$ cat src/rtl/core/first_fit_heap_allocator_core_macros.svh
// assertion macros shared by the allocator rtl
`ifndef FIRST_FIT_HEAP_ALLOCATOR_CORE_MACROS_SVH
`define FIRST_FIT_HEAP_ALLOCATOR_CORE_MACROS_SVH
// implication checked on every rising clock edge outside reset
`define FFA_ASSERT_IMP(label, clk, rst_n, lhs, rhs) \
  label: assert property (@(posedge clk) disable iff (!rst_n) (lhs) |-> (rhs)) \
    else $error("assertion failed");
// next-cycle implication checked outside reset
`define FFA_ASSERT_NXT(label, clk, rst_n, lhs, rhs) \
  label: assert property (@(posedge clk) disable iff (!rst_n) (lhs) |=> (rhs)) \
    else $error("assertion failed");
`endif

$ cat src/rtl/core/ffha_pkg.sv
// shared types and codes for the first-fit heap allocator
`timescale 1ns / 1ps
package ffha_pkg;
  localparam logic       ACT_ALLOC  = 1'b0;
  localparam logic       ACT_FREE   = 1'b1;
  localparam logic [1:0] ST_OK      = 2'd0;
  localparam logic [1:0] ST_NOFIT   = 2'd1;
  localparam logic [1:0] ST_NOTFND  = 2'd2;
  localparam int unsigned FIELD_BITS = 20;
  localparam int unsigned STATUS_BITS = 2;

  // per-cell control of the block chain
  typedef struct packed {
    logic shl;   // each cell takes the content of its right neighbor
    logic shr;   // each cell takes the content of its left neighbor
    logic rot;   // walk: each cell takes the right neighbor, the last cell gets cell 0
  } ffha_ctl_t;
endpackage

$ cat src/rtl/core/ffha_cell.sv
// one table entry of the block chain
`timescale 1ns / 1ps
module ffha_cell
  import ffha_pkg::*;
#(
  parameter int unsigned AW = 20
) (
  input  logic          clk,
  input  logic          ld,
  input  logic [AW-1:0] ld_start,
  input  logic [AW-1:0] ld_size,
  input  logic          ld_free,
  input  logic          ld_used,
  input  ffha_ctl_t     ctl,
  input  logic [AW-1:0] l_start,
  input  logic [AW-1:0] l_size,
  input  logic          l_free,
  input  logic          l_used,
  input  logic [AW-1:0] r_start,
  input  logic [AW-1:0] r_size,
  input  logic          r_free,
  input  logic          r_used,
  output logic [AW-1:0] start_o,
  output logic [AW-1:0] size_o,
  output logic          free_o,
  output logic          used_o
);
  logic [AW-1:0] start_r, size_r;
  logic          free_r, used_r;

  always_ff @(posedge clk) begin
    priority if (ld) begin
      start_r <= ld_start; size_r <= ld_size; free_r <= ld_free; used_r <= ld_used;
    end else if (ctl.shl || ctl.rot) begin
      start_r <= r_start; size_r <= r_size; free_r <= r_free; used_r <= r_used;
    end else if (ctl.shr) begin
      start_r <= l_start; size_r <= l_size; free_r <= l_free; used_r <= l_used;
    end else begin
      start_r <= start_r; size_r <= size_r; free_r <= free_r; used_r <= used_r;
    end
  end

  assign start_o = start_r;
  assign size_o  = size_r;
  assign free_o  = free_r;
  assign used_o  = used_r;
endmodule

$ cat config.mk
export PLATFORM = sky130hd
export DESIGN_NAME = ffha_cell
export DESIGN_NICKNAME = d
export VERILOG_FILES = /design/src/rtl/core/first_fit_heap_allocator_core_macros.svh /design/src/rtl/core/ffha_pkg.sv /design/src/rtl/core/ffha_cell.sv
export SDC_FILE = /design/constraint.sdc
export NUM_CORES = 1
export LEC_CHECK = 0
export BUFFER_PORTS_ARGS = -buffer_cell sky130_fd_sc_hd__buf_2
export CAP_MARGIN = 20
export CORE_MARGIN = 10
export CORE_UTILIZATION = 45
export DETAILED_ROUTE_END_ITERATION = 10
export GPL_ROUTABILITY_DRIVEN = 1
export PLACE_DENSITY = 0.86
export SYNTH_ARGS = -nofsm -noshare
export SYNTH_HDL_FRONTEND = slang
export SYNTH_SLANG_ARGS = --single-unit
$ cat constraint.sdc
create_clock -name clk -period 3.85 [get_ports clk]
set_input_delay 0.385 -clock clk [delete_from_list [all_inputs] [get_ports clk]]
set_output_delay 0.385 -clock clk [all_outputs]
set_load 0.01 [all_outputs]
## Word-level counts from Yosys, hierarchy flattened

Index checks and enable logic that the tools add are counted.

- Input bits: 131
- Bits in registers: 42
- Output and inout port bits: 42
- Logic and storage cells: 18

- Reduce and logical (&&, ||, !) cells: 2
- Multiplexer cells: 12

Operators by type and width:

| cell | number |
|---|---|
| 2-to-1 mux 20 bit | 6 |
| 2-to-1 mux 1 bit | 6 |
| nonzero test 3 bit | 1 |
| logical OR 1 bit | 1 |

## Logic depth before layout (Yosys ltp)

Gate-level depths: netlist of the first run.

- Depth after elaboration: 3
- Gate-level depth with buffers: 5
- Depth with buffers taken out: 2

## Worst setup path before layout of the first run

OpenSTA, ideal clock, no wires.

- Path type: input to register
- Start point: in ld
- End point: reg free_r, in the netlist free_o (enable)
- Stages on the path: 5
- Path slack: 1.664 ns
- Library setup time: 0.400 ns
- Required time: 3.450 ns
- Arrival: 1.786 ns
- Path buffers: 3
- Cells stage by stage: buf_6 > buf_4 > buf_2 > nor2_1 > nand2_1

- Word-level cells in the longest chain between the ends: 1

RTL lines:

| what | RTL line | text |
|---|---|---|
| from (decl) | ffha_cell.sv:9 | `input logic ld,` |
| nonzero test 3 bit (no source line) | - |  |
| to (signal assigned) | ffha_cell.sv:33 | `start_r <= ld_start; size_r <= ld_size; free_r <= ld_free; used_r <= ld_used;` |
| to (signal assigned) | ffha_cell.sv:35 | `start_r <= r_start; size_r <= r_size; free_r <= r_free; used_r <= r_used;` |
| to (signal assigned) | ffha_cell.sv:37 | `start_r <= l_start; size_r <= l_size; free_r <= l_free; used_r <= l_used;` |
| to (decl) | ffha_cell.sv:29 | `logic free_r, used_r;` |

No other way between the ends.
A chain may end at the register's enable or synchronous reset.

## Worst setup path after layout of the first run

- Start point: in ctl[0] in the netlist's numbering
- End point: reg size_r[13], in the netlist size_o[13] (enable)

- Word-level cells in the longest chain between the ends: 2

RTL lines:

| what | RTL line | text |
|---|---|---|
| from (decl) | ffha_cell.sv:14 | `input ffha_ctl_t ctl,` |
| logical OR 1 bit | ffha_cell.sv:34 | `end else if (ctl.shl \|\| ctl.rot) begin` |
| nonzero test 3 bit (no source line) | - |  |
| to (signal assigned) | ffha_cell.sv:33 |  |
| to (signal assigned) | ffha_cell.sv:35 |  |
| to (signal assigned) | ffha_cell.sv:37 |  |
| to (decl) | ffha_cell.sv:28 | `logic [AW-1:0] start_r, size_r;` |

No other way between the ends.

==> load_flow_metrics.sql, run 1 <==
INSERT INTO impl_metrics (metric_group, metric, value, unit) VALUES
('outcome', 'outcome', 'finished clean', ''),
('route', 'drtPass1Iterations', '4', ''),
('yosys', 'cells_after_synthesis', '239', ''),
('sta', 'setup_viol_count_final', '0', ''),
('cts', 'clock_tree.htree_level_count', '2', ''),
('global_route', 'global_route.usage.met1', '0.180', ''),
('cts', 'clk_pin_slew', '70', 'ps'),
('global_route', 'grt-busiest-layer', 'met2', ''),
('cells_and_area', 'num-nets-final', '525', ''),
('cts', 'cts.repair.resized', '0', ''),
('place', 'gp_congestion', '0.770', ''),
('yosys', 'syn_nets', '370', ''),
('route', 'drt-vias-per-instance', '5.24', ''),
('cells_and_area', 'area.growth.synth_to_final', '35.9', '%'),
('cts', 'post_cts_buffers', '0', ''),
('die', 'die_area', '9000', 'um2'),
('route', 'drt_wl_total', '7880', 'um'),
('yosys', 'synth-compound-area-share', '0.146', ''),
('sta', 'fin_crit_sh', '0.482', ''),
('global_route', 'global_route_met2_usage', '0.285', ''),
('setup_path', 'critical_path.endpoint_type', 'flop', ''),
('yosys', 'synth_top_family_by_area', 'simple AND/OR/NAND/NOR gates', ''),
('cts', 'tritoncts.num_buffers', '5', ''),
('worst_hold_path', 'min_path_type', 'in -> reg', ''),
('setup_path', 'cp_data_arrival_time', '1770', 'ps'),
('cts', 'cts.hold.buffers_added', '0', ''),
('cells_and_area', 'multi_input_comb_area', '967', 'um2'),
('place', 'dp_hpwl', '6050', 'um'),
('setup_path', 'setup_cp_type', 'in -> reg', ''),
('pwr', 'p_leak', '1.68', 'nW'),
('route', 'detail_route.iter0.violations', '130', ''),
('global_route', 'largest_net_degree_at_the_start_of_global_routing', '70', ''),
('sta', 'report.final.hold_viol_count', '0', ''),
('cells_and_area', 'finish.utilization', '0.626', ''),
('cts', 'buffer_levels_on_the_longest_clock_path', '2', ''),
('setup_path', 'critical-path-slowest-cell', 'nand2_2', ''),
('die', 'core_area', '5470', 'um2'),
('setup_path', 'max_stage_delay', '740', 'ps'),
('die', 'boundaryPins', '173', ''),
('sta', 'slew_margin_rel', '0.345', ''),
('die', 'die_h', '94.9', 'um'),
('setup_path', 'critical_path_peak_fanout', '43', ''),
('sta', 'worstMarginPinSlew', '978', 'ps'),
('global_route', 'gr-usage-all-layers', '0.163', ''),
('global_route', 'number_of_global_route_vias_before_repair', '2460', ''),
('setup_path', 'crit_required', '3760', 'ps'),
('setup_path', 'critical_path.startpoint_type', 'primary input', ''),
('global_route', 'grt.overflow.total', '0', ''),
('route', 'dr_total_vias', '2435', ''),
('die', 'std_cell_rows', '27', ''),
('cells_and_area', 'fill_cells', '481', ''),
('pwr', 'power-per-cell-area', '314', 'nW/um2'),
('yosys', 'netlist-cell-type-count', '12', ''),
('yosys', 'synth_sequential_area_ratio', '0.500', ''),
('cts', 'cts_root_buffer', 'clkbuf_8', ''),
('yosys', 'synth.yosys.warnings', '0', ''),
('yosys', 'synth-adder-area-share', '0', ''),
('global_route', 'grt_first_pass_wirelength', '11700', 'um'),
('yosys', 'synth_largest_type_area_fraction', '0.500', ''),
('yosys', 'synthXorXnorAreaFrac', '0', ''),
('setup_path', 'path_cells', 'buf_2 > nor2_4 > nand2_2', ''),
('yosys', 'postSynthAreaPerCell', '10.5', 'um2'),
('sta', 'layout_min_cycle_time', '1860', 'ps'),
('route', 'antenna_left', '0', ''),
('route', 'drcViolationCount', '0', ''),
('job', 'max_cap_viol_count', '0', ''),
('yosys', 'synth_simple_gate_area_frac', '0.234', ''),
('die', 'overall_die_width', '94.9', 'um'),
('yosys', 'yosys_register_bits', '42', ''),
('cells_and_area', 'seq_area', '1260', 'um2'),
('cells_and_area', 'antenna_cells', '0', '');
==> flip-flops by register name, summed over array words and instances, names as in the netlist <==
signal   cells
start_o     20
free_o       1
used_o       1
size_o      20
==> through the flow <==
step                hold WS [ps]  power (mW)  setup WS [ps]  instances  instance area [um2]
floorplan                    589       0.705           1660        239                 2520
global placement             683       0.825           1760        459                 3350
detailed placement           689       0.834           1680        459                 3350
CTS                          384        1.09           1980        465                 3430
global route                 394        1.13           1890        465                 3430
finish                       393        1.07           1990        465                 3430
==> worst max-delay path, delay by kind of cell <==
family        cells  cell delay [ps]
buf+inv           1              530
simple gates      2              820
==> Yosys cell counts (all sizes together) <==
| cell type | number |
|---|---|
| nand2 | 43 |
| buf | 8 |
| edfxtp | 42 |
| or4b | 42 |
| nor2 | 2 |
| clkbuf | 18 |
| o311ai | 42 |
| inv | 42 |
==> per-layer routing <==
layer	share of wire	wire length, um	vias to the layer above
met1	0.38	2980	1076
met3	0.087	685	12
met5	0	0	-
met4	0.018	142	0
met2	0.52	4070	129
li1	-	-	1218
==> path summary, 6_finish.rpt <==
check,startpoint,end,slack (ps),cells after the start
setup / recovery,ctl[0],size_o[13],1990,3
hold / removal,ld_size[3],size_o[3],390,3
==> power breakdown <==
part / internal (mW) / switching [mW] / total (mW)
combinational: 0.117 / 0.131 / 0.248
sequential: 0.561 / 0.0117 / 0.573
clock: 0.118 / 0.136 / 0.254
==> cells by family (layout without fill, tap and decap cells) <==
kind of cell / Yosys count / count (layout)
flip-flops: 42 / 42
buffers and inverters: 68 / 222
AND/OR/NAND/NOR: 87 / 87
AO/OA/AOI/OAI: 42 / 42
==> layout make-up <==
cell class                      count  share of cell area
Clock inverter                      1             0.00110
Tap cell                           72              0.0263
Timing Repair Buffer              174               0.256
Sequential cell                    42               0.368
Inverter                           42              0.0460
Clock buffer                        5              0.0201
Multi-Input combinational cell    129               0.282
==> cell usage in the layout, fill, tap and decap left out <==
cell type  instances
nor2_4             1
o311ai_1          40
nand2_2            1
nor2_1             1
inv_1             42
o311ai_0           2
buf_4              3
clkbuf_8           5
or4b_1            42
buf_2            171
clkinv_1           1
edfxtp_1          42
nand2_1           42
No activity file was read; power rests on OpenSTA's default activity.
==> inputs of run 2 (changes only) <==
- CORE_UTILIZATION: 45 -> 42
- PLACE_DENSITY: 0.86 -> 0.81
- clock period: 3.85 -> 1.78 ns (I/O delays scaled with it)
==> load_flow_metrics.sql, run 2 (same netlist as run 1, synthesis figures left out) <==
INSERT INTO impl_metrics (metric_group, metric, value, unit) VALUES
('outcome', 'outcome', 'finished clean', ''),
('cts', 'clk_pin_slew', '80', 'ps'),
('global_route', 'grt.overflow.total', '0', ''),
('route', 'post_drt_wl_per_cell', '17.0', 'um'),
('worst_hold_path', 'min_path_type', 'in -> reg', ''),
('pwr', 'peakVddDrop', '0.000308', 'V'),
('die', 'std_cell_rows', '28', ''),
('sta', 'slew_margin_rel', '0.542', ''),
('cells_and_area', 'layout_commonest_cell', 'buf_2', ''),
('place', 'dp_cells', '467', ''),
('global_route', 'global_route.usage.met1', '0.175', ''),
('global_route', 'number_of_global_route_vias_before_repair', '2570', ''),
('die', 'boundaryPins', '173', ''),
('sta', 'setup_ws', '451', 'ps'),
('setup_path', 'cp_data_arrival_time', '1400', 'ps'),
('worst_hold_path', 'hold_path_depth', '3', ''),
('die', 'die_area', '9500', 'um2'),
('cells_and_area', 'num-nets-final', '530', ''),
('cts', 'post_cts_buffers', '0', ''),
('cts', 'buffer_levels_on_the_longest_clock_path', '2', ''),
('sta', 'hold-worst-slack', '185', 'ps'),
('global_route', 'grt-busiest-layer', 'met2', ''),
('pwr', 'power-per-cell-area', '670', 'nW/um2'),
('setup_path', 'crit_required', '1850', 'ps'),
('route', 'drcViolationCount', '0', ''),
('cells_and_area', 'antenna_cells', '0', ''),
('cts', 'clock_tree_from_tritoncts', 'yes', ''),
('route', 'dr_total_vias', '2471', ''),
('global_route', 'grt_antenna_before_repair', '0', ''),
('job', 'max_cap_viol_count', '0', ''),
('sta', 'fmax', '753', 'MHz'),
('worst_hold_path', 'whs_endpoint', 'start_o[12]', ''),
('cells_and_area', 'finish.cell_count_without_fillers', '473', ''),
('route', 'antenna_left', '0', ''),
('cells_and_area', 'area.growth.synth_to_final', '38.6', '%'),
('cells_and_area', 'layout.cells.most_common_list', 'buf_2, inv_1, or4b_1, nand2_1, edfxtp_1', ''),
('die', 'overall_die_width', '97.5', 'um'),
('cts', 'clock-sinks', '42', ''),
('place', 'dp_hpwl', '6250', 'um'),
('setup_path', 'critical_path_peak_fanout', '43', ''),
('cells_and_area', 'drive_gt1_frac', '0.467', ''),
('die', 'initial_utilization', '0.428', ''),
('sta', 'totalNegativeSetupSlack', '0', 'ps'),
('sta', 'grt_setup_unrepaired', 'false', ''),
('setup_path', 'critical_path.endpoint_type', 'flop', ''),
('cts', 'cts.hold.buffers_added', '0', ''),
('cts', 'cts.repair.resized', '0', ''),
('route', 'drtPass1Iterations', '4', ''),
('worst_hold_path', 'worstHoldStart', 'ld_start[12]', ''),
('global_route', 'gr-usage-all-layers', '0.161', ''),
('cts', 'clock_tree.htree_level_count', '2', ''),
('die', 'die_h', '97.5', 'um'),
('sta', 'setup_viol_count_final', '0', ''),
('die', 'core_area', '5890', 'um2'),
('route', 'drt_wl_total', '8060', 'um'),
('setup_path', 'setup_cp_type', 'in -> reg', ''),
('sta', 'maxSlewViolCount', '0', ''),
('route', 'drt-vias-per-instance', '5.22', ''),
('sta', 'fin_crit_sh', '0.747', ''),
('sta', 'layout_min_cycle_time', '1330', 'ps'),
('setup_path', 'critical_path.startpoint_type', 'primary input', ''),
('global_route', 'grt_first_pass_wirelength', '12700', 'um'),
('pwr', 'p_leak', '1.71', 'nW'),
('sta', 'report.final.hold_viol_count', '0', ''),
('cts', 'cts_root_buffer', 'clkbuf_8', ''),
('place', 'gp_congestion', '0.823', ''),
('place', 'worst_case_setup_slack_after_placement', '138', 'ps'),
('place', 'port-buffer-count', '172', ''),
('global_route', 'grt_use_met3', '0.0605', ''),
('sta', 'worstMarginPinSlew', '687', 'ps'),
('global_route', 'largest_net_degree_at_the_start_of_global_routing', '56', ''),
('route', 'detail_route.iter0.violations', '89', ''),
('cts', 'tritoncts.num_buffers', '5', ''),
('global_route', 'global_route_met2_usage', '0.282', '');
-- run 2: cell count changes in the layout (fill, tap and decap cells not counted), sizes merged --
cell	change
buf	+5
-- run 2: final cells by class --
cell class              instances  area (um2)
clock buffers                   5        68.8
clock inverters                 1        3.75
fillers                       528        2390
inverters                      42         158
multi-input cells             129         967
flip-flops and latches         42        1260
well taps                      75        93.8
repair buffers                179         941
-- run 2: metal layers --
metal | wire length [um] | vias to the layer above
li1 | - | 1236
met1 | 3110 | 1111
met2 | 4130 | 114
met3 | 682 | 10
met4 | 128 | 0
met5 | 0 | -
-- run 2: through the flow --
stage | power, mW | instance area (um2) | utilization
floorplan | 1.53 | 2520 | -
global placement | 1.80 | 3420 | 0.581
detailed placement | 1.82 | 3420 | 0.581
CTS | 2.38 | 3490 | 0.594
global route | 2.47 | 3490 | 0.594
finish | 2.34 | 3490 | 0.594
-- run 2: worst max-delay path by stage --
| stage | from | to | slack [ps] |
|---|---|---|---|
| after CTS | ctl[0] | size_o[11] | 440 |
| after floorplan | ld | free_o | 190 |
| after detailed placement | ctl[0] | size_o[11] | 140 |
| after global placement | ctl[0] | size_o[11] | 230 |
| final | ctl[0] | size_o[11] | 450 |
| after global routing | ctl[0] | size_o[14] | 360 |
-- run 2: power breakdown --
part / total, mW / internal [mW] / switching, mW / leakage [nW]
clock network: 0.553 / 0.256 / 0.297 / 0.0375
logic: 0.548 / 0.264 / 0.284 / 1.22
registers: 1.24 / 1.21 / 0.0273 / 0.451
-- run 2: worst max-delay path, stage by stage --
cell and delay, ps:
buf_2 520, nor2_4 100, buf_4 250, o311ai_1 320
==> inputs of run 3 (changes only) <==
- CORE_UTILIZATION: 42 -> 38
- PLACE_DENSITY: 0.81 -> 0.77
- clock period: 1.78 -> 1.2 ns (I/O delays scaled with it)
==> load_flow_metrics.sql, run 3 (same netlist as run 1, synthesis figures left out) <==
INSERT INTO impl_metrics (metric_group, metric, value, unit) VALUES
('sta', 'grt_setup_unrepaired', 'false', ''),
('outcome', 'outcome', 'finished clean', ''),
('global_route', 'largest_net_degree_at_the_start_of_global_routing', '43', ''),
('sta', 'setup_viol_count_final', '0', ''),
('cts', 'clock_tree.htree_level_count', '2', ''),
('place', 'gp_congestion', '0.822', ''),
('sta', 'totalNegativeSetupSlack', '0', 'ps'),
('setup_path', 'path_cells', 'buf_2 > buf_4 > or4b_1 > o311ai_1', ''),
('die', 'boundaryPins', '173', ''),
('route', 'drt-vias-per-instance', '5.11', ''),
('route', 'drt_wl_total', '8310', 'um'),
('setup_path', 'critical_path.endpoint_type', 'flop', ''),
('job', 'max_cap_viol_count', '0', ''),
('worst_hold_path', 'whs_endpoint', 'start_o[18]', ''),
('cells_and_area', 'fill_cells', '573', ''),
('sta', 'worstMarginPinSlew', '336', 'ps'),
('cts', 'cts.hold.buffers_added', '0', ''),
('cells_and_area', 'num-nets-final', '543', ''),
('global_route', 'grt_first_pass_wirelength', '12800', 'um'),
('sta', 'hold-worst-slack', '128', 'ps'),
('cts', 'post_cts_buffers', '0', ''),
('die', 'overall_die_width', '101', 'um'),
('pwr', 'p_leak', '1.79', 'nW'),
('place', 'dp_hpwl', '6640', 'um'),
('cells_and_area', 'drive_gt1_frac', '0.485', ''),
('route', 'drcViolationCount', '0', ''),
('setup_path', 'crit_required', '1280', 'ps'),
('place', 'dp_cells', '482', ''),
('cells_and_area', 'antenna_cells', '0', ''),
('cts', 'buffer_levels_on_the_longest_clock_path', '2', ''),
('route', 'drtPass1Iterations', '4', ''),
('setup_path', 'cp_data_arrival_time', '1080', 'ps'),
('worst_hold_path', 'min_path_type', 'in -> reg', ''),
('pwr', 'power-per-cell-area', '979', 'nW/um2'),
('global_route', 'gr-usage-all-layers', '0.153', ''),
('global_route', 'grt_antenna_before_repair', '0', ''),
('sta', 'maxSlewViolCount', '0', ''),
('worst_hold_path', 'hold_path_depth', '3', ''),
('cts', 'clock_tree_from_tritoncts', 'yes', ''),
('cts', 'tritoncts.num_buffers', '5', ''),
('global_route', 'number_of_global_route_vias_before_repair', '2640', ''),
('pwr', 'peakVddDrop', '0.000638', 'V'),
('die', 'die_h', '101', 'um'),
('die', 'die_area', '10300', 'um2'),
('cells_and_area', 'layout_commonest_cell', 'buf_2', ''),
('pwr', 'finalPower', '3.58', 'mW'),
('die', 'core_area', '6390', 'um2'),
('route', 'antenna_left', '0', ''),
('setup_path', 'critical_path_peak_fanout', '17', ''),
('worst_hold_path', 'worstHoldStart', 'ld_start[18]', ''),
('setup_path', 'setup_cp_type', 'in -> reg', ''),
('sta', 'fmax', '1000', 'MHz'),
('sta', 'fin_crit_sh', '0.833', ''),
('sta', 'slew_margin_rel', '0.776', ''),
('cells_and_area', 'finish.cell_count_without_fillers', '489', ''),
('cts', 'cts.repair.resized', '0', ''),
('cells_and_area', 'finish.utilization', '0.572', ''),
('setup_path', 'critical-path-slowest-cell', 'or4b_1', ''),
('global_route', 'grt.overflow.total', '0', ''),
('cts', 'cts_root_buffer', 'clkbuf_8', ''),
('cells_and_area', 'layout.cells.most_common_list', 'buf_2, inv_1, or4b_1, nand2_1, edfxtp_1', ''),
('cts', 'clk_pin_slew', '80', 'ps'),
('setup_path', 'max_stage_delay', '510', 'ps'),
('place', 'port-buffer-count', '172', ''),
('route', 'post_drt_wl_per_cell', '17.0', 'um'),
('cells_and_area', 'area.growth.synth_to_final', '45.0', '%'),
('route', 'detail_route.iter0.violations', '88', ''),
('sta', 'layout_min_cycle_time', '999', 'ps'),
('route', 'dr_total_vias', '2501', ''),
('die', 'initial_utilization', '0.395', ''),
('sta', 'report.final.hold_viol_count', '0', ''),
('cts', 'clock-sinks', '42', ''),
('die', 'std_cell_rows', '29', ''),
('setup_path', 'critical_path.startpoint_type', 'primary input', '');
[run 3: area by class of cell]
type,instances,area (um2),area share
well taps,77,96.3,0.0264
clock buffers,7,76.3,0.0209
inverters,42,158,0.0431
repair buffers,192,1080,0.294
flip-flops and latches,42,1260,0.345
multi-input cells,129,988,0.270
[run 3: critical path, delay by kind of cell]
family | cells | cell delay [ps]
AND/OR/NAND/NOR | 1 | 510
buffers and inverters | 2 | 350
AO/OA/AOI/OAI | 1 | 100
[run 3: how the worst max path moves through the flow]
stage          startpoint    endpoint  slack, ps  cells after the start
2_1_floorplan          ld      free_o        0.9                      5
3_3_place_gp       ctl[0]   size_o[3]        -40                      4
3_5_place_dp       ctl[0]  size_o[16]       -100                      4
4_1_cts            ctl[0]  size_o[16]        200                      4
5_1_grt            ctl[0]  size_o[16]        160                      4
6_report           ctl[0]  size_o[16]        200                      4
[run 3: metal layers]
layer / global-route usage / vias up / wire length, um
li1: - / 1259 / -
met1: 0.172 / 1107 / 3350
met2: 0.264 / 122 / 4150
met3: 0.0436 / 13 / 625
met4: 0.0665 / 0 / 185
met5: 0 / - / 0
[run 3: power breakdown]
group	internal (mW)	total [mW]	switching, mW
registers	1.80	1.84	0.0413
logic	0.438	0.872	0.434
clock network	0.401	0.866	0.464
total	2.64	3.58	0.939
[run 3: metrics by stage]
step	worst slack, ps	instance area, um2
floorplan	0.910	2540
global route	163	3660
CTS	201	3660
finish	201	3660
detailed placement	-103	3580
global placement	-41.2	3580
